**src/rtl/core/htwd_pkg.sv**
```systemverilog
package htwd_pkg;

  localparam int IDX_BITS   = 9;
  localparam int SYM_BITS   = 8;
  localparam int COUNT_BITS = 16;

  localparam logic [IDX_BITS-1:0] ROOT_RESET = 9'd510;
  localparam logic [IDX_BITS-1:0] LEAF_RESET = 9'd256;

  // result queue
  localparam int QDEPTH    = 4;
  localparam int QPTR_BITS = 2;
  localparam int QCNT_BITS = 3;

  localparam logic CMD_WRITE  = 1'b0;
  localparam logic CMD_DECODE = 1'b1;

  typedef enum logic [0:0] {
    REG_ROOT_INDEX = 1'b0,
    REG_LEAF_COUNT = 1'b1
  } cfg_reg_t;

  typedef struct packed {
    logic                command;
    logic [IDX_BITS-1:0] node_index;
    logic [IDX_BITS-1:0] left_child;
    logic [IDX_BITS-1:0] right_child;
    logic [SYM_BITS-1:0] node_symbol;
    logic                code_bit;
    logic                end_of_stream;
  } in_item_t;

  typedef struct packed {
    logic [SYM_BITS-1:0]   symbol;
    logic                  symbol_valid;
    logic [COUNT_BITS-1:0] symbol_count;
    logic                  stream_done;
  } out_item_t;

  typedef struct packed {
    logic                en;
    logic [IDX_BITS-1:0] idx;
    logic [IDX_BITS-1:0] left_child;
    logic [IDX_BITS-1:0] right_child;
    logic [SYM_BITS-1:0] node_symbol;
  } node_wr_t;

  typedef struct packed {
    logic b_busy;
    logic c_busy;
  } pipe_status_t;

endpackage

```
**src/rtl/core/htwd_result_q.sv**
```systemverilog
module htwd_result_q (
  input  logic                               clk,
  input  logic                               rst,
  input  logic                               push,
  input  htwd_pkg::out_item_t                push_item,
  output logic                               out_valid,
  input  logic                               out_ready,
  output htwd_pkg::out_item_t                out_item,
  output logic [htwd_pkg::QCNT_BITS-1:0]     count
);
  import htwd_pkg::*;

  out_item_t            slots [QDEPTH];
  logic [QPTR_BITS-1:0] wr_ptr;
  logic [QPTR_BITS-1:0] rd_ptr;
  logic                 pop;

  assign out_valid = count != '0;
  assign out_item  = slots[rd_ptr];
  assign pop       = out_valid && out_ready;

  always_ff @(posedge clk) begin
    if (rst) begin
      wr_ptr <= '0;
      rd_ptr <= '0;
      count  <= '0;
    end else begin
      if (push) begin
        wr_ptr <= wr_ptr + 1'b1;
      end
      if (pop) begin
        rd_ptr <= rd_ptr + 1'b1;
      end
      if (push && !pop) begin
        count <= count + 1'b1;
      end else if (pop && !push) begin
        count <= count - 1'b1;
      end
    end
  end

  always_ff @(posedge clk) begin
    if (push) begin
      slots[wr_ptr] <= push_item;
    end
  end

endmodule

```
**config.mk**
```make
export PLATFORM = sky130hd
export DESIGN_NAME = htwd_result_q
export DESIGN_NICKNAME = d
export VERILOG_FILES = /design/src/rtl/core/htwd_pkg.sv /design/src/rtl/core/htwd_result_q.sv
export SDC_FILE = /design/constraint.sdc
export NUM_CORES = 1
export LEC_CHECK = 0
export ABC_AREA = 1
export BUFFER_PORTS_ARGS = -buffer_cell sky130_fd_sc_hd__buf_2
export CORE_MARGIN = 4
export CORE_UTILIZATION = 61
export CTS_CLUSTER_DIAMETER = 60
export CTS_CLUSTER_SIZE = 28
export DETAILED_ROUTE_END_ITERATION = 16
export HOLD_SLACK_MARGIN = 0.12
export PLACE_DENSITY = 0.84
export SYNTH_ARGS = -nofsm -noshare
export SYNTH_HDL_FRONTEND = slang
export SYNTH_SLANG_ARGS = --single-unit
```
**constraint.sdc**
```tcl
create_clock -name clk -period 4.3 [get_ports clk]
set_input_delay 0.215 -clock clk [delete_from_list [all_inputs] [get_ports clk]]
set_output_delay 0.215 -clock clk [all_outputs]
set_load 0.03 [all_outputs]
```
==> load_flow_metrics.sql <==
INSERT INTO impl_metrics (metric_group, metric, value, unit) VALUES
('die', 'die-height', '92.03', 'um'),
('placed_design', 'place.port_buffers', '59', ''),
('placed_design', 'dp_cells', '454', ''),
('clocking', 'cts_setup_buffers', '0', ''),
('timing', 'worst_clock_skew', '4.871', 'ps'),
('die', 'rows', '30', ''),
('clocking', 'cts-resized-gates', '0', ''),
('grt', 'first_global_vias', '2859', ''),
('finish', 'areaGrowthSynthToFinish', '28.62', '%'),
('timing', 'worst_slew_pin_slew', '1163', 'ps'),
('drt', 'route.detailed.wl_per_inst', '17.88', 'um'),
('drt', 'drt_wl_total', '9224', 'um'),
('pwr', 'power.ir.vdd_worst', '0.0005344', 'V'),
('run_status', 'run_status', 'finished clean', ''),
('pwr', 'totalPowerFinal', '3.425', 'mW'),
('worst_hold_path', 'whs_path_depth', '2', ''),
('logic_synthesis', 'seq_area_frac_synth', '76.70', '%'),
('timing', 'relSlewSlack', '22.38', '%'),
('timing', 'timing.final.crit_share', '63.62', '%'),
('critical_path', 'cp-start-kind', 'flip-flop', ''),
('logic_synthesis', 'ys_warn_count', '0', ''),
('logic_synthesis', 'synth.avg_cell_area', '13.72', 'sq um'),
('clocking', 'depth_of_the_cts_h_tree', '4', ''),
('logic_synthesis', 'synth_top_family_by_area', 'compound AO/OA/AOI/OAI gates', ''),
('critical_path', 'worst-r2r-cell-count', '4', ''),
('grt', 'gr-usage-met1', '26.34', '%'),
('pwr', 'power_density_over_cell_area', '618.3', 'mW/mm^2'),
('timing', 'report.final.slew_viol_count', '0', ''),
('critical_path', 'worst-path-max-fanout', '53', ''),
('critical_path', 'crit-reg2reg-capture', 'slots[0][11]', ''),
('finish', 'layout_commonest_cell', 'edfxtp_1', ''),
('job', 'max_cap_violations', '0', ''),
('grt', 'globalRouteMet2Util', '39.54', '%'),
('logic_synthesis', 'yosys.cell_types.count', '18', ''),
('worst_hold_path', 'min_delay_endpoint', 'slots[0][10]', ''),
('critical_path', 'critical_path_class', 'reg2out', ''),
('timing', 'fin_setup_tns', '0', 'ps'),
('placed_design', 'gp_congestion', '0.7390', ''),
('drt', 'iteration_count_of_the_initial_detailed_routing_pass', '6', ''),
('worst_hold_path', 'hold_removal_path_class', 'in2reg', ''),
('drt', 'drt_first_iter_violations', '225', ''),
('finish', 'finalNonFillerCells', '516', ''),
('clocking', 'numClockSinks', '113', ''),
('critical_path', 'r2r_slack', '2420', 'ps'),
('clocking', 'latest_clock_arrival_within_the_worst_skew_pair', '510', 'ps'),
('logic_synthesis', 'fraction_of_synthesized_area_in_multiplexers', '0', '%'),
('pwr', 'p_leak', '2.084', 'nW'),
('timing', 'final-setup-viol-count', '0', ''),
('logic_synthesis', 'synthCells', '314', ''),
('grt', 'grt_antenna_before_repair', '0', ''),
('finish', 'fin_nets', '443', ''),
('die', 'die_x', '92.03', 'um'),
('finish', 'antenna_cells_inserted', '0', ''),
('logic_synthesis', 'netlist_area_pre_place', '0.004307', 'sq mm'),
('die', 'initial_standard_cell_utilization_of_the_core', '63.04', '%'),
('critical_path', 'critical_path.endpoint_type', 'output port', ''),
('grt', 'grt.busiest_layer', 'met2', ''),
('clocking', 'clkTransAtPathRegs', '50', 'ps'),
('clocking', 'post_cts_hold_buffer_count', '30', ''),
('grt', 'gr-total-overflow', '0', ''),
('logic_synthesis', 'synthesized_area_fraction_occupied_by_ao_oa_aoi_and_oai_cells', '10.87', '%'),
('timing', 'post_route_minimum_period', '2736', 'ps'),
('finish', 'drive_gt1_share', '20.95', '%'),
('critical_path', 'reg2reg_from', 'wr_ptr[0]', ''),
('drt', 'drt_drc_violations_left', '0', ''),
('clocking', 'cts_tree', 'yes', ''),
('drt', 'via_count', '2840', ''),
('die', 'total_die_area', '0.008469', 'sq mm'),
('clocking', 'cts_made_buffers', '17', ''),
('grt', 'global_route.usage.total', '23.41', '%'),
('timing', 'unrepaired_setup_endpoints_after_global_routing', 'false', '');
metrics by stage:
stage	cell area, sq um	util, %	worst slack, ps	hold slack (ps)
floorplan	4307	-	2289	313.9
global placement	4627	67.73	2171	426.5
detailed placement	4627	67.73	2119	429.8
CTS	5539	81.08	1584	445.8
global route	5539	81.08	1385	437.1
finish	5539	81.08	1564	451.7
layer usage:
metal,vias to the layer above,share of wire [%]
li1,1339,-
met4,0,2.0
met5,-,0
met2,119,54
met3,16,6.3
met1,1366,38
layout make-up:
| cell class | instances | area, sq um |
|---|---|---|
| Timing Repair Buffer | 89 | 595.6 |
| Sequential cell | 113 | 3304 |
| Multi-Input combinational cell | 169 | 840.8 |
| Fill cell | 362 | 1292 |
| Tap cell | 96 | 120.1 |
| Inverter | 17 | 66.31 |
| Clock inverter | 14 | 193.9 |
| Clock buffer | 18 | 417.9 |
where the power goes:
group / total (mW) / switching, mW / internal (mW)
registers: 1.34 / 0.0720 / 1.27
clock network: 1.44 / 0.460 / 0.985
logic: 0.641 / 0.451 / 0.190
total: 3.42 / 0.983 / 2.44
worst max-delay path by stage:
| stage | end | start | slack, ps |
|---|---|---|---|
| finish | out_item[0] | flip-flop | 1560 |
| global route | out_item[0] | flip-flop | 1390 |
| CTS | out_item[0] | flip-flop | 1580 |
| detailed placement | out_item[0] | flip-flop | 2120 |
| global placement | out_item[8] | flip-flop | 2170 |
| floorplan | count[1] | count[0] | 2290 |
synthesized netlist by cell type, drive strengths merged:
library cell  instances
edfxtp              104
nor2                 59
o21ai                56
o22ai                26
inv                  17
buf                  15
nand2                14
dfxtp                 9
a21oi                 5
ha                    5
nand3                 2
fa                    1
nand4                 1
kinds of logic after synthesis:
group / count (synthesis)
and+or+nand+nor: 76
DFF: 113
buffers and inverters: 32
adders and majority gates: 6
AOI/OAI and AO/OA: 87
critical path, cell delays in order, from the launching register on:
cell	delay, ps
dfxtp_2	940
inv_4	420
o21ai_0	310
o22ai_1	110
buf_2	190
sequential cells by signal (all words and copies together) (netlist names), named ones only:
register / cells
count: 3
rd_ptr: 2
slots: 104
wr_ptr: 2
No activity file was read; power rests on OpenSTA's default activity.
