$ cat src/rtl/core/htwd_pkg.sv
package htwd_pkg;

  localparam int IDX_BITS   = 9;
  localparam int SYM_BITS   = 8;
  localparam int COUNT_BITS = 16;

  localparam logic [IDX_BITS-1:0] ROOT_RESET = 9'd510;
  localparam logic [IDX_BITS-1:0] LEAF_RESET = 9'd256;

  // result queue
  localparam int QDEPTH    = 4;
  localparam int QPTR_BITS = 2;
  localparam int QCNT_BITS = 3;

  localparam logic CMD_WRITE  = 1'b0;
  localparam logic CMD_DECODE = 1'b1;

  typedef enum logic [0:0] {
    REG_ROOT_INDEX = 1'b0,
    REG_LEAF_COUNT = 1'b1
  } cfg_reg_t;

  typedef struct packed {
    logic                command;
    logic [IDX_BITS-1:0] node_index;
    logic [IDX_BITS-1:0] left_child;
    logic [IDX_BITS-1:0] right_child;
    logic [SYM_BITS-1:0] node_symbol;
    logic                code_bit;
    logic                end_of_stream;
  } in_item_t;

  typedef struct packed {
    logic [SYM_BITS-1:0]   symbol;
    logic                  symbol_valid;
    logic [COUNT_BITS-1:0] symbol_count;
    logic                  stream_done;
  } out_item_t;

  typedef struct packed {
    logic                en;
    logic [IDX_BITS-1:0] idx;
    logic [IDX_BITS-1:0] left_child;
    logic [IDX_BITS-1:0] right_child;
    logic [SYM_BITS-1:0] node_symbol;
  } node_wr_t;

  typedef struct packed {
    logic b_busy;
    logic c_busy;
  } pipe_status_t;

endpackage

$ cat src/rtl/core/htwd_walk.sv
module htwd_walk (
  input  logic                          clk,
  input  logic                          rst,
  input  logic                          in_beat,
  input  htwd_pkg::in_item_t            in_item,
  input  logic [htwd_pkg::IDX_BITS-1:0] root_index,
  input  logic [htwd_pkg::IDX_BITS-1:0] leaf_count,
  input  logic [htwd_pkg::IDX_BITS-1:0] child_left,
  input  logic [htwd_pkg::IDX_BITS-1:0] child_right,
  input  logic [htwd_pkg::SYM_BITS-1:0] leaf_sym,
  output htwd_pkg::node_wr_t            wr,
  output logic [htwd_pkg::IDX_BITS-1:0] child_raddr,
  output logic [htwd_pkg::IDX_BITS-1:0] sym_raddr,
  output logic                          push,
  output htwd_pkg::out_item_t           push_item,
  output htwd_pkg::pipe_status_t        status
);
  import htwd_pkg::*;

  logic                  walk_active;
  logic [IDX_BITS-1:0]   current_node;
  logic [COUNT_BITS-1:0] total;

  // stage b: child entry read back, next node chosen
  logic b_valid, b_bit, b_eos;
  // stage c: leaf symbol read back
  logic                  c_valid, c_leaf, c_eos;
  logic [COUNT_BITS-1:0] c_count;

  logic                  dec_beat;
  logic [IDX_BITS-1:0]   next_node;
  logic                  b_leaf;
  logic [COUNT_BITS-1:0] count_inc;
  logic [COUNT_BITS-1:0] b_count;
  logic                  walk_live;
  logic [IDX_BITS-1:0]   walk_node;

  assign dec_beat = in_beat && (in_item.command == CMD_DECODE);

  assign wr.en          = in_beat && (in_item.command == CMD_WRITE);
  assign wr.idx         = in_item.node_index;
  assign wr.left_child  = in_item.left_child;
  assign wr.right_child = in_item.right_child;
  assign wr.node_symbol = in_item.node_symbol;

  assign next_node = b_bit ? child_right : child_left;
  assign b_leaf    = next_node < leaf_count;
  assign count_inc = (total != '1) ? total + 1'b1 : total;
  assign b_count   = b_leaf ? count_inc : total;

  // forward the walk position of the bit still in stage b
  assign walk_live = b_valid ? (!b_leaf && !b_eos) : walk_active;
  assign walk_node = b_valid ? next_node : current_node;

  assign child_raddr = walk_live ? walk_node : root_index;
  assign sym_raddr   = next_node;

  always_ff @(posedge clk) begin
    if (rst) begin
      walk_active <= 1'b0;
      total       <= '0;
      b_valid     <= 1'b0;
      c_valid     <= 1'b0;
    end else begin
      b_valid <= dec_beat;
      c_valid <= b_valid && (b_leaf || b_eos);
      if (b_valid) begin
        total <= b_eos ? '0 : b_count;
      end
      // a node write restarts the walk, later in order than stage b
      if (wr.en) begin
        walk_active <= 1'b0;
      end else if (b_valid) begin
        walk_active <= !b_leaf && !b_eos;
      end
    end
  end

  always_ff @(posedge clk) begin
    b_bit <= in_item.code_bit;
    b_eos <= in_item.end_of_stream;
    if (b_valid) begin
      current_node <= next_node;
    end
    c_leaf  <= b_leaf;
    c_eos   <= b_eos;
    c_count <= b_count;
  end

  assign push                   = c_valid;
  assign push_item.symbol       = c_leaf ? leaf_sym : '0;
  assign push_item.symbol_valid = c_leaf;
  assign push_item.symbol_count = c_count;
  assign push_item.stream_done  = c_eos;

  assign status.b_busy = b_valid;
  assign status.c_busy = c_valid;

endmodule

$ cat config.mk
export PLATFORM = sky130hd
export DESIGN_NAME = htwd_walk
export DESIGN_NICKNAME = d
export VERILOG_FILES = /design/src/rtl/core/htwd_pkg.sv /design/src/rtl/core/htwd_walk.sv
export SDC_FILE = /design/constraint.sdc
export NUM_CORES = 1
export LEC_CHECK = 0
export BUFFER_PORTS_ARGS = -buffer_cell sky130_fd_sc_hd__buf_4
export CAP_MARGIN = 20
export CORE_MARGIN = 4
export CORE_UTILIZATION = 45
export CTS_BUF_LIST = sky130_fd_sc_hd__clkbuf_8 sky130_fd_sc_hd__clkbuf_16
export CTS_CLUSTER_DIAMETER = 120
export DETAILED_ROUTE_END_ITERATION = 10
export GPL_TIMING_DRIVEN = 0
export PLACE_DENSITY_LB_ADDON = 0.2
export SYNTH_ARGS = -nofsm -noshare
export SYNTH_HDL_FRONTEND = slang
export SYNTH_SLANG_ARGS = --single-unit
$ cat constraint.sdc
create_clock -name clk -period 8.2 [get_ports clk]
set_clock_uncertainty 0.05 [all_clocks]
set_input_delay 0.82 -clock clk [delete_from_list [all_inputs] [get_ports clk]]
set_output_delay 0.82 -clock clk [all_outputs]
set_load 0.05 [all_outputs]
==> metrics.txt, run 1 <==
worst relative slew slack=46.2%; vias in the first global route=2752; Cells after Synth=324; die area=7630 um^2; die height=87.3 um; CTS clk-pin slew, worst paths=0.08 ns; setup TNS=0 ns; Setup crit end kind=output port; most common cell after layout, fill and taps aside=buf_4; CTS root buf=clkbuf_8; Final GP Congestion=0.868; DRC viols=0; status=finished clean; Final Hold Vio Count=0; initial drt markers=226; Top FF cell, synth=dfxtp_1; # port buffers=131; Synth Warn #=0; Area Growth Syn to Fin=40.8%; CP required=7.33 ns; cts bufs inserted=5; TritonCTS clock tree=yes; die width=87.3 um; detailed placement HPWL=6210 um; worst hold stages=0; Crit path arrival time=3.56 ns; row count=28; dpl cell area=3910 um^2; Total GRT Usage=20.4%; Distinct cells, synth=45; crit-path cells=buf_4, mux2_2, ha_1, nand4_1, a2111oi_2, a2111o_1, inv_1, o22ai_2, mux2_2, buf_4; RSZ-0062 raised after global routing=false; Worst Hold Launch=b_eos$_DFF_P_; Total Nets Final=556; fraction of registers with async set/reset=0%; Synth Register Bits=48; Hold Buf Count CTS=0; RR Endpoint=c_count[4]$_DFF_P_; vias per cell=5.17; CTS Sinks=48; Worst VDD drop=103 uV; ANT cells=0; first-pass GRT wire length=12400 um; crit-path max FO=10; slowest CP cell=o22ai_2; worst r2r path cells=10; min-delay worst type=reg -> reg; multi-input logic area=1420 um^2; fillers=532; Crit Path Class=in -> out; Final min period=4.43 ns; drt wl/cell=14.5 um; Static Leak=0.00189 uW; gr ovfl total=0; Seq/Total Area, Yosys=33.9%; Final Setup Violations=0; worst-margin pin slew=0.800 ns; MaxCap Viol Count=0; Power Density=152 nW/um^2; CTS Buffer Depth=2; Critical Path Source Type=primary input; layout cell share with drive strength beyond 1=47.4%; RR Startpoint=b_bit$_DFF_P_; EDFF count, synth=0; cell area after synthesis=2830 um^2; register area=961 um^2; Synth Area per Inst=8.74 um^2; Initial Util=47.0%; via count=2775; final wirelength=7770 um; DRT antenna net count=0; syn nets=418; FMAX=226 MHz; WHS Endpoint=c_eos$_DFF_P_; largest net degree at the start of global routing=14; Final Cell Area=3990 um^2; most frequent cells in the layout=buf_4 (170), dfxtp_1 (48), mux2_2 (28); htree depth=2; Post-CTS Resized=0; Slew Limit Fails=0; number of post-CTS setup repair buffers=0; Clk Latency, worst-skew pair=0.30 ns; Initial DRT Pass Iterations=4; Tcrit/Tclk final=54.0%; Crit path largest cell delay=0.52 ns; core box area=6030 um^2; Worst path depth=10; Ports=168; initial antenna violation count=0; Crit path max-delay family=compound AO/OA/AOI/OAI gates; Register-to-Register Setup Slack=5.27 ns; Buf+Inv Stages, Crit Path=3
## stage by stage
step                utilization, %  setup WS, ns  cells  power [uW]  hold slack, ns
global route                  66.2          3.62    537         633           0.376
global placement              64.9          3.83    530         477           0.354
detailed placement            64.9          3.75    530         481           0.359
finish                        66.2          3.77    537         606           0.374
floorplan                        -          4.20    324         410           0.321
CTS                           66.2          3.73    537         611           0.369
## routing by layer
layer | share of wire [%] | vias up | track usage (%)
li1 | - | 1364 | -
met1 | 39 | 1260 | 24.2
met2 | 50 | 136 | 35.5
met3 | 8.5 | 15 | 4.64
met4 | 2.0 | 0 | 7.95
met5 | 0 | - | 0
## how the worst max path moves through the flow
stage                                 to            from  slack (ns)
final                     child_raddr[3]  child_right[8]        3.77
after global routing      child_raddr[3]  child_right[6]        3.62
after CTS                 child_raddr[3]  child_right[6]        3.73
after detailed placement  child_raddr[3]  child_right[6]        3.75
after global placement    child_raddr[3]  child_right[8]        3.83
after floorplan           child_raddr[0]  child_right[8]        4.20
## registers in the layout, indices dropped and copies added, names as in the netlist, named ones only
| name | flops |
|---|---|
| total | 16 |
| c_eos | 1 |
| b_eos | 1 |
| current_node | 9 |
| c_count | 16 |
| c_leaf | 1 |
| push | 1 |
| b_valid | 1 |
| b_bit | 1 |
## Yosys cell counts (all sizes together), types with 6 or more instances
library cell / number / area (um^2)
a21oi: 8 / 40.0
a31oi: 8 / 50.1
and2: 10 / 62.6
buf: 46 / 339
clkbuf: 12 / 46.3
dfxtp: 48 / 961
ha: 9 / 113
inv: 17 / 63.8
mux2: 28 / 315
nand2: 23 / 86.3
nand2b: 8 / 50.1
nand3: 10 / 50.1
nand4: 10 / 62.6
nor2: 16 / 60.1
nor3: 9 / 45.0
o211ai: 6 / 45.0
o21ai: 9 / 45.0
or4: 6 / 48.8
xnor2: 6 / 52.6
## power breakdown
| group | switching (uW) | internal, uW | leakage (uW) |
|---|---|---|---|
| Sequential | 5.75 | 247 | 0.000392 |
| Clock | 74.4 | 56.8 | 0.0000452 |
| Combinational | 138 | 84.2 | 0.00145 |
## area by class of cell
cell class                 instances  share of cell area, %
multi-input combinational        201                   35.7
timing repair buffer             131                   24.7
sequential                        48                   24.1
buffer                            58                   9.67
tap                               75                   2.35
clock buffer                       5                   1.73
inverter                          17                   1.60
clock inverter                     2                  0.220
## cells by family after synthesis
| kind of cell | share of synthesized area (%) |
|---|---|
| simple gates | 19.4 |
| buf+inv | 15.9 |
| flops | 33.9 |
| compound gates | 11.0 |
| mux | 12.3 |
| fa+ha+maj | 3.98 |
| xor+xnor | 3.40 |
No activity file was read; power rests on OpenSTA's default activity.
==> run 2, diff against run 1 <==
--- a/config.mk
+++ b/config.mk
@@ -5,10 +5,11 @@
 export SDC_FILE = /design/constraint.sdc
 export NUM_CORES = 1
 export LEC_CHECK = 0
+export ABC_AREA = 1
 export BUFFER_PORTS_ARGS = -buffer_cell sky130_fd_sc_hd__buf_4
 export CAP_MARGIN = 20
 export CORE_MARGIN = 4
-export CORE_UTILIZATION = 45
+export CORE_UTILIZATION = 44
 export CTS_BUF_LIST = sky130_fd_sc_hd__clkbuf_8 sky130_fd_sc_hd__clkbuf_16
 export CTS_CLUSTER_DIAMETER = 120
 export DETAILED_ROUTE_END_ITERATION = 10
==> constraint.sdc (replaced) <==
create_clock -name clk -period 4.1 [get_ports clk]
set_clock_uncertainty 0.05 [all_clocks]
set_input_delay 0.41 -clock clk [delete_from_list [all_inputs] [get_ports clk]]
set_output_delay 0.41 -clock clk [all_outputs]
set_load 0.05 [all_outputs]
==> run 2 against run 1 <==
Setup slack got worse by 3.0 ns; largest cell class unchanged; sequential share of layout area shrank 0.71 points; design area increased by 3.0%; core utilization shrank 1.8 points; combinational power grew 110%; final cell count up 20%; count of clock-buffer cells in the layout did not move; register-to-register slack worse by 3.5 ns; power rose by 120%; synthesized area up 3.0%; global-route usage rose by 0.28 points; critical path type is now reg -> out; synthesized cell count rose by 32%.
==> metrics.txt, run 2 <==
detailed placement HPWL=6660 um (+7.3%); first-pass GRT wire length=13000 um (+5.0%); slowest CP cell=o21ai_1; Distinct cells, synth=31 (-31%); Most Frequent Cell on Critical Path=nand2_1; Synth Register Bits=48 (unchanged); Final min period=3.30 ns; # port buffers=131 (unchanged); Total Nets Final=660 (+19%); worst relative slew slack=45.9% (-0.24 points); Initial DRT Pass Iterations=4 (unchanged); Power Density=319 nW/um^2 (+110%); syn nets=522 (+25%); Clk Latency, worst-skew pair=0.30 ns (about the same); combinational family with the most area after synthesis=simple AND/OR/NAND/NOR gates; Setup crit end kind=output port; TritonCTS clock tree=yes; crit-path max FO=10 (unchanged); leading cell types by count after synthesis=nand2_1 (159), dfxtp_1 (48), buf_4 (39), nor2_1 (34), inv_1 (32); MaxCap Viol Count=0 (unchanged); Static Leak=0.00214 uW (+13%); die height=89.4 um (+2.4%); EDFF count, synth=0 (unchanged); Crit path largest cell delay=0.44 ns (-0.08 ns); Final Setup Violations=0 (unchanged); mux cell area share after synthesis=0% (-12 points); cell area after synthesis=2920 um^2 (+3.0%); Synth Area in XOR/XNOR=2.10% (-1.3 points); die area=8000 um^2 (+4.8%); Synth Warn #=0 (unchanged); most common cell in the netlist=nand2_1; final wirelength=8160 um (+5.0%); most frequent cells in the layout=buf_4 (170), nand2_1 (159), dfxtp_1 (48); Ports=168 (unchanged); Tcrit/Tclk final=80.4%; fin util=64.3% (-1.8 points); Final Hold Vio Count=0 (unchanged); fraction of registers with async set/reset=0% (unchanged); Pwr Total=1310 uW (+120%); vias per cell=4.80 (-7.1%); Cells after Synth=428 (+32%); compound-gate portion of the synthesized area=9.05% (-2.0 points); Top FF cell, synth=dfxtp_1; Post-CTS Resized=0 (unchanged); Initial Util=45.7% (-1.3 points); Yosys top cell by area=dfxtp_1; largest net degree at the start of global routing=16 (+2); CTS root buf=clkbuf_8; core box area=6390 um^2 (+6.0%); CTS Buffer Depth=2 (unchanged); CTS Sinks=48 (unchanged); FMAX=303 MHz; setup TNS=0 ns (unchanged); most common cell after layout, fill and taps aside=buf_4; ANT cells=0 (unchanged); cts bufs inserted=5 (unchanged); post-synth top area share=32.9% (-0.99 points); initial drt markers=152 (-33%); Worst VDD drop=201 uV (+95%); Critical Path Source Type=flip-flop; Crit Path Class=reg -> out; die width=89.4 um (+2.4%); drt wl/cell=12.7 um (-12%); min-delay worst type=in -> reg; Crit path arrival time=2.84 ns (-0.72 ns); Post-Synth Adder-Cell Area=3.86% (-0.12 points); Final GP Congestion=0.882 (+1.6%); Seq/Total Area, Yosys=32.9% (-0.99 points); RSZ-0062 raised after global routing=false; Total GRT Usage=20.7% (+0.28 points); row count=29 (+3.6%); status=finished clean; gr ovfl total=0 (unchanged); initial antenna violation count=0 (unchanged); CTS clk-pin slew, worst paths=0.09 ns (about the same); vias in the first global route=3012 (+9.4%); Synth Area per Inst=6.81 um^2 (-22%); Slew Limit Fails=0 (unchanged); simple-gate share of the synthesized area=34.6% (+15 points); CP required=3.64 ns (-3.69 ns); DRC viols=0 (unchanged); Top Registers=c_count (16), total (16), current_node (9); DRT antenna net count=0 (unchanged); worst-margin pin slew=0.805 ns (+0.00550 ns); htree depth=2 (unchanged); Synth area leaders=dfxtp_1 (33%), nand2_1 (20%), buf_4 (10%); crit-path cells=buf_6, inv_4, nand2_1, nand2_1, ha_1, a21o_1, nor2_2, nand2_2, nor2_4, o21ai_2, o21ai_1, nand2_1, nand2_1, buf_4; layout cell share with drive strength beyond 1=39.5% (-7.9 points); Area Growth Syn to Fin=40.8% (about the same); via count=3091 (+11%); number of post-CTS setup repair buffers=0 (unchanged); Hold Buf Count CTS=0 (unchanged)
## run 2: stage by stage
| stage | hold WS, ns | cells | instance area [um^2] | setup WS, ns |
|---|---|---|---|---|
| floorplan | 0.315 | 428 | 2920 | 1.12 |
| global placement | 0.336 | 636 | 4000 | 1.23 |
| detailed placement | 0.337 | 636 | 4000 | 1.10 |
| CTS | 0.155 | 644 | 4110 | 0.765 |
| global route | 0.144 | 644 | 4110 | 0.536 |
| finish | 0.160 | 644 | 4110 | 0.802 |
## run 2: area by class of cell
| cell class | instances | area (um^2) |
|---|---|---|
| Fill cell | 613 | 2280 |
| Clock buffer | 5 | 68.8 |
| Sequential cell | 48 | 961 |
| Buffer | 52 | 379 |
| Timing Repair Buffer | 131 | 983 |
| Clock inverter | 3 | 42.5 |
| Multi-Input combinational cell | 294 | 1450 |
| Tap cell | 77 | 96.3 |
| Inverter | 34 | 130 |
## run 2: cell families (layout without fill, tap and decap cells)
kind of cell | Yosys count | after routing
AND/OR/NAND/NOR | 236 | 236
XOR/XNOR | 7 | 7
flip-flops | 48 | 48
buffers and inverters | 86 | 225
adder cells (fa/ha/maj) | 9 | 9
AO/OA/AOI/OAI | 42 | 42
## run 2: worst paths after layout
kind                               startpoint              to  slack [ns]  cells past startpoint
worst max register to register  b_bit$_DFF_P_       flip-flop        1.73                     12
worst max-delay path            b_bit$_DFF_P_  child_raddr[4]        0.80                     14
worst min-delay path               in_item[0]   b_eos$_DFF_P_        0.16                      1
worst min register to register  b_eos$_DFF_P_   c_eos$_DFF_P_        0.35                      0
## run 2: worst max-delay path, delay by kind of cell (launching register included)
| kind | cells | cell delay [ns] |
|---|---|---|
| DFF | 1 | 0.33 |
| AOI/OAI and AO/OA | 3 | 0.71 |
| buffers and inverters | 3 | 0.43 |
| adders and majority gates | 1 | 0.30 |
| and+or+nand+nor | 7 | 0.75 |
## run 2: metal layers
| layer | vias up | part of all wire, % | GRT usage (%) |
|---|---|---|---|
| li1 | 1564 | - | - |
| met1 | 1370 | 40 | 24.3 |
| met3 | 17 | 9.8 | 4.79 |
| met4 | 0 | 2.3 | 7.31 |
| met2 | 140 | 48 | 36.8 |
| met5 | - | 0 | 0 |
## run 2: where the power goes
| group | leakage (uW) | internal (uW) | switching (uW) |
|---|---|---|---|
| logic | 0.00170 | 165 | 311 |
| registers | 0.000392 | 491 | 8.92 |
| clock network | 0.0000541 | 180 | 156 |
==> run 3, diff against run 2 <==
--- a/config.mk
+++ b/config.mk
@@ -5,11 +5,11 @@
 export SDC_FILE = /design/constraint.sdc
 export NUM_CORES = 1
 export LEC_CHECK = 0
-export ABC_AREA = 1
+export ABC_AREA = 0
 export BUFFER_PORTS_ARGS = -buffer_cell sky130_fd_sc_hd__buf_4
 export CAP_MARGIN = 20
 export CORE_MARGIN = 4
-export CORE_UTILIZATION = 44
+export CORE_UTILIZATION = 40
 export CTS_BUF_LIST = sky130_fd_sc_hd__clkbuf_8 sky130_fd_sc_hd__clkbuf_16
 export CTS_CLUSTER_DIAMETER = 120
 export DETAILED_ROUTE_END_ITERATION = 10
==> constraint.sdc (replaced) <==
create_clock -name clk -period 2.9 [get_ports clk]
set_clock_uncertainty 0.05 [all_clocks]
set_input_delay 0.29 -clock clk [delete_from_list [all_inputs] [get_ports clk]]
set_output_delay 0.29 -clock clk [all_outputs]
set_load 0.05 [all_outputs]
==> run 3 against run 2 <==
The run now ends with setup timing left; highest routed layer unchanged; setup slack lost 1.1 ns; largest power group unchanged; via count decreased by 9.5%; critical endpoint unchanged; critical path depth decreased by 3; combinational power up 45%.
==> metrics.txt, run 3 (synthesis gave the netlist of run 1 again) <==
status=complete, but fails checks; failing checks=setup timing; core box area=6830 um^2 (+7.0%); worst-margin pin slew=0.759 ns (-0.0467 ns); initial antenna violation count=0 (unchanged); cts bufs inserted=5 (unchanged); Final min period=3.22 ns; register area=962 um^2 (+0.13%); worst hold stages=1 (unchanged); Worst Hold Launch=in_item[0]; layout cell share with drive strength beyond 1=51.3% (+12 points); crit-path cells=buf_6, mux2_4, ha_1, a21oi_1, o21ai_0, a2111o_1, inv_4, o22ai_4, buf_12, mux2_4, buf_6; via count=2796 (-9.5%); Setup crit end kind=output port; Crit path largest cell delay=0.43 ns (about the same); CTS Buffer Depth=2 (unchanged); DR top layer=met4; Final Hold Vio Count=0 (unchanged); CTS root buf=clkbuf_8; MaxCap Viol Count=0 (unchanged); Static Leak=0.00202 uW (-5.7%); final wirelength=8080 um (-0.97%); Worst VDD drop=184 uV (-8.5%); CP required=2.56 ns (-1.08 ns); Register-to-Register Setup Slack=-0.13 ns (-1.86 ns); first-pass GRT wire length=12600 um (-3.1%); RR Endpoint=total[13]$_SDFFE_PP0P_; fillers=631 (+2.9%); crit-path max FO=10 (unchanged); RR Startpoint=b_bit$_DFF_P_; Top Registers=c_count (16), total (16), current_node (9); htree depth=2 (unchanged); die area=8490 um^2 (+6.2%); Worst path depth=11 (-3); FMAX=311 MHz; Ports=168 (unchanged); min-delay worst type=in -> reg; Tcrit/Tclk final=111%; Slew Limit Fails=0 (unchanged); Initial DRT Pass Iterations=4 (unchanged); Crit path arrival time=2.88 ns (+0.04 ns); final setup margin=-0.317 ns (-1.12 ns); row count=30 (+3.4%); fin util=62.9% (-1.4 points); WHS Endpoint=b_eos$_DFF_P_; drt wl/cell=14.4 um (+13%); multi-input logic area=1600 um^2 (+11%); met2 wire len=4030 um (+2.6%); most frequent cells in the layout=buf_4 (166), dfxtp_1 (47), nand2_1 (23); Hold Buf Count CTS=0 (unchanged); Crit Path Class=reg -> out; worst relative slew slack=49.0% (+3.0 points); DRC viols=0 (unchanged); detailed placement HPWL=6300 um (-5.5%); vias per cell=4.98 (+3.7%); Non-Filler Instances=562 (-13%); Final GP Congestion=0.916 (+3.9%); die height=92.1 um (+3.0%); die width=92.1 um (+3.0%); DRT antenna net count=0 (unchanged); gr ovfl total=0 (unchanged); Clk Latency, worst-skew pair=0.30 ns (about the same); Buf+Inv Stages, Crit Path=4 (+1); Critical Path Source Type=flip-flop; wire length on met3=793 um (-0.75%); CTS Sinks=48 (unchanged); worst r2r path cells=11 (-1); largest net degree at the start of global routing=13 (-3); vias in the first global route=2695 (-11%); TritonCTS clock tree=yes; Power Density=412 nW/um^2 (+29%); initial drt markers=104 (-32%); most common cell after layout, fill and taps aside=buf_4; Crit path max-delay family=compound AO/OA/AOI/OAI gates; CTS clk-pin slew, worst paths=0.07 ns (-0.02 ns); Total GRT Usage=18.0% (-2.7 points); M1 WL=3150 um (-2.9%); Total Nets Final=562 (-15%); # port buffers=131 (unchanged); Pwr Total=1770 uW (+35%); Initial Util=41.4% (-4.2 points); Placed Cells=551 (-13%); slowest CP cell=a2111o_1; RSZ-0062 raised after global routing=true; Area Growth Syn to Fin=51.7%; Final Setup Violations=13 (+13); ANT cells=0 (unchanged)
run 3: cell types whose count changed in the layout (fill, tap and decap cells not counted), moves of 6 or more:
| cell | before | now |
|---|---|---|
| mux2_2 | 0 | 11 |
| nand2_1 | 159 | 23 |
| nand2_2 | 18 | 0 |
| nor2_1 | 34 | 16 |
| mux2_4 | 0 | 17 |
| o211ai_1 | 0 | 6 |
| inv_1 | 32 | 16 |
| and2_1 | 0 | 10 |
| buf_6 | 2 | 12 |
| nand2b_1 | 0 | 8 |
run 3: timing repair:
| item | in CTS | in global routing |
|---|---|---|
| resized for setup | 14 | 24 |
| buffers inserted | 4 | 1 |
| setup endpoints to repair | 10 | 26 |
| pin swaps | 3 | 6 |
| cloned | 1 | 0 |
run 3: area by class of cell:
class                   count  area share (%)
plain buffers              58            9.41
clock buffers               5            1.60
inverters                  17            1.54
multi-input cells         201            37.2
flip-flops and latches     48            22.4
well taps                  96            2.80
repair buffers            137            25.0
run 3: through the flow:
step                      cell area, um^2  TNS [ns]  hold WS, ns  setup slack [ns]
after floorplan                      2940         0        0.268            0.0142
after global placement               4040     -2.33        0.345            -0.262
after detailed placement             4040     -2.57        0.346            -0.290
after CTS                            4220     -2.74       0.0378            -0.310
after global routing                 4300     -4.95       0.0381            -0.438
final                                4300     -3.10       0.0386            -0.317
run 3: worst max-delay path by stage:
stage | from | endpoint | slack [ns]
2_1_floorplan | b_bit$_DFF_P_ | child_raddr[0] | 0.01
3_3_place_gp | b_bit$_DFF_P_ | child_raddr[1] | -0.26
3_5_place_dp | b_bit$_DFF_P_ | child_raddr[3] | -0.29
4_1_cts | b_bit$_DFF_P_ | child_raddr[3] | -0.31
5_1_grt | b_bit$_DFF_P_ | child_raddr[1] | -0.44
6_report | b_bit$_DFF_P_ | child_raddr[4] | -0.32
run 3: worst reg2reg max path: stages (launching register included):
cell and delay, ns:
dfxtp_2 0.35, buf_6 0.14, mux2_4 0.32, ha_1 0.29
a21oi_1 0.14, o21ai_0 0.10, a2111o_1 0.43, buf_4 0.16
buf_4 0.13, buf_6 0.14, or4_1 0.51, a31oi_1 0.19
run 3: layer usage:
layer  track usage [%]  vias to the layer above
met1              20.8                     1276
met4              5.57                        0
met2              31.0                      136
met5                 0                        -
li1                  -                     1373
met3              6.40                       11
run 3: power breakdown:
group	switching [uW]	internal (uW)
registers	15.9	699
clock network	210	156
logic	410	281
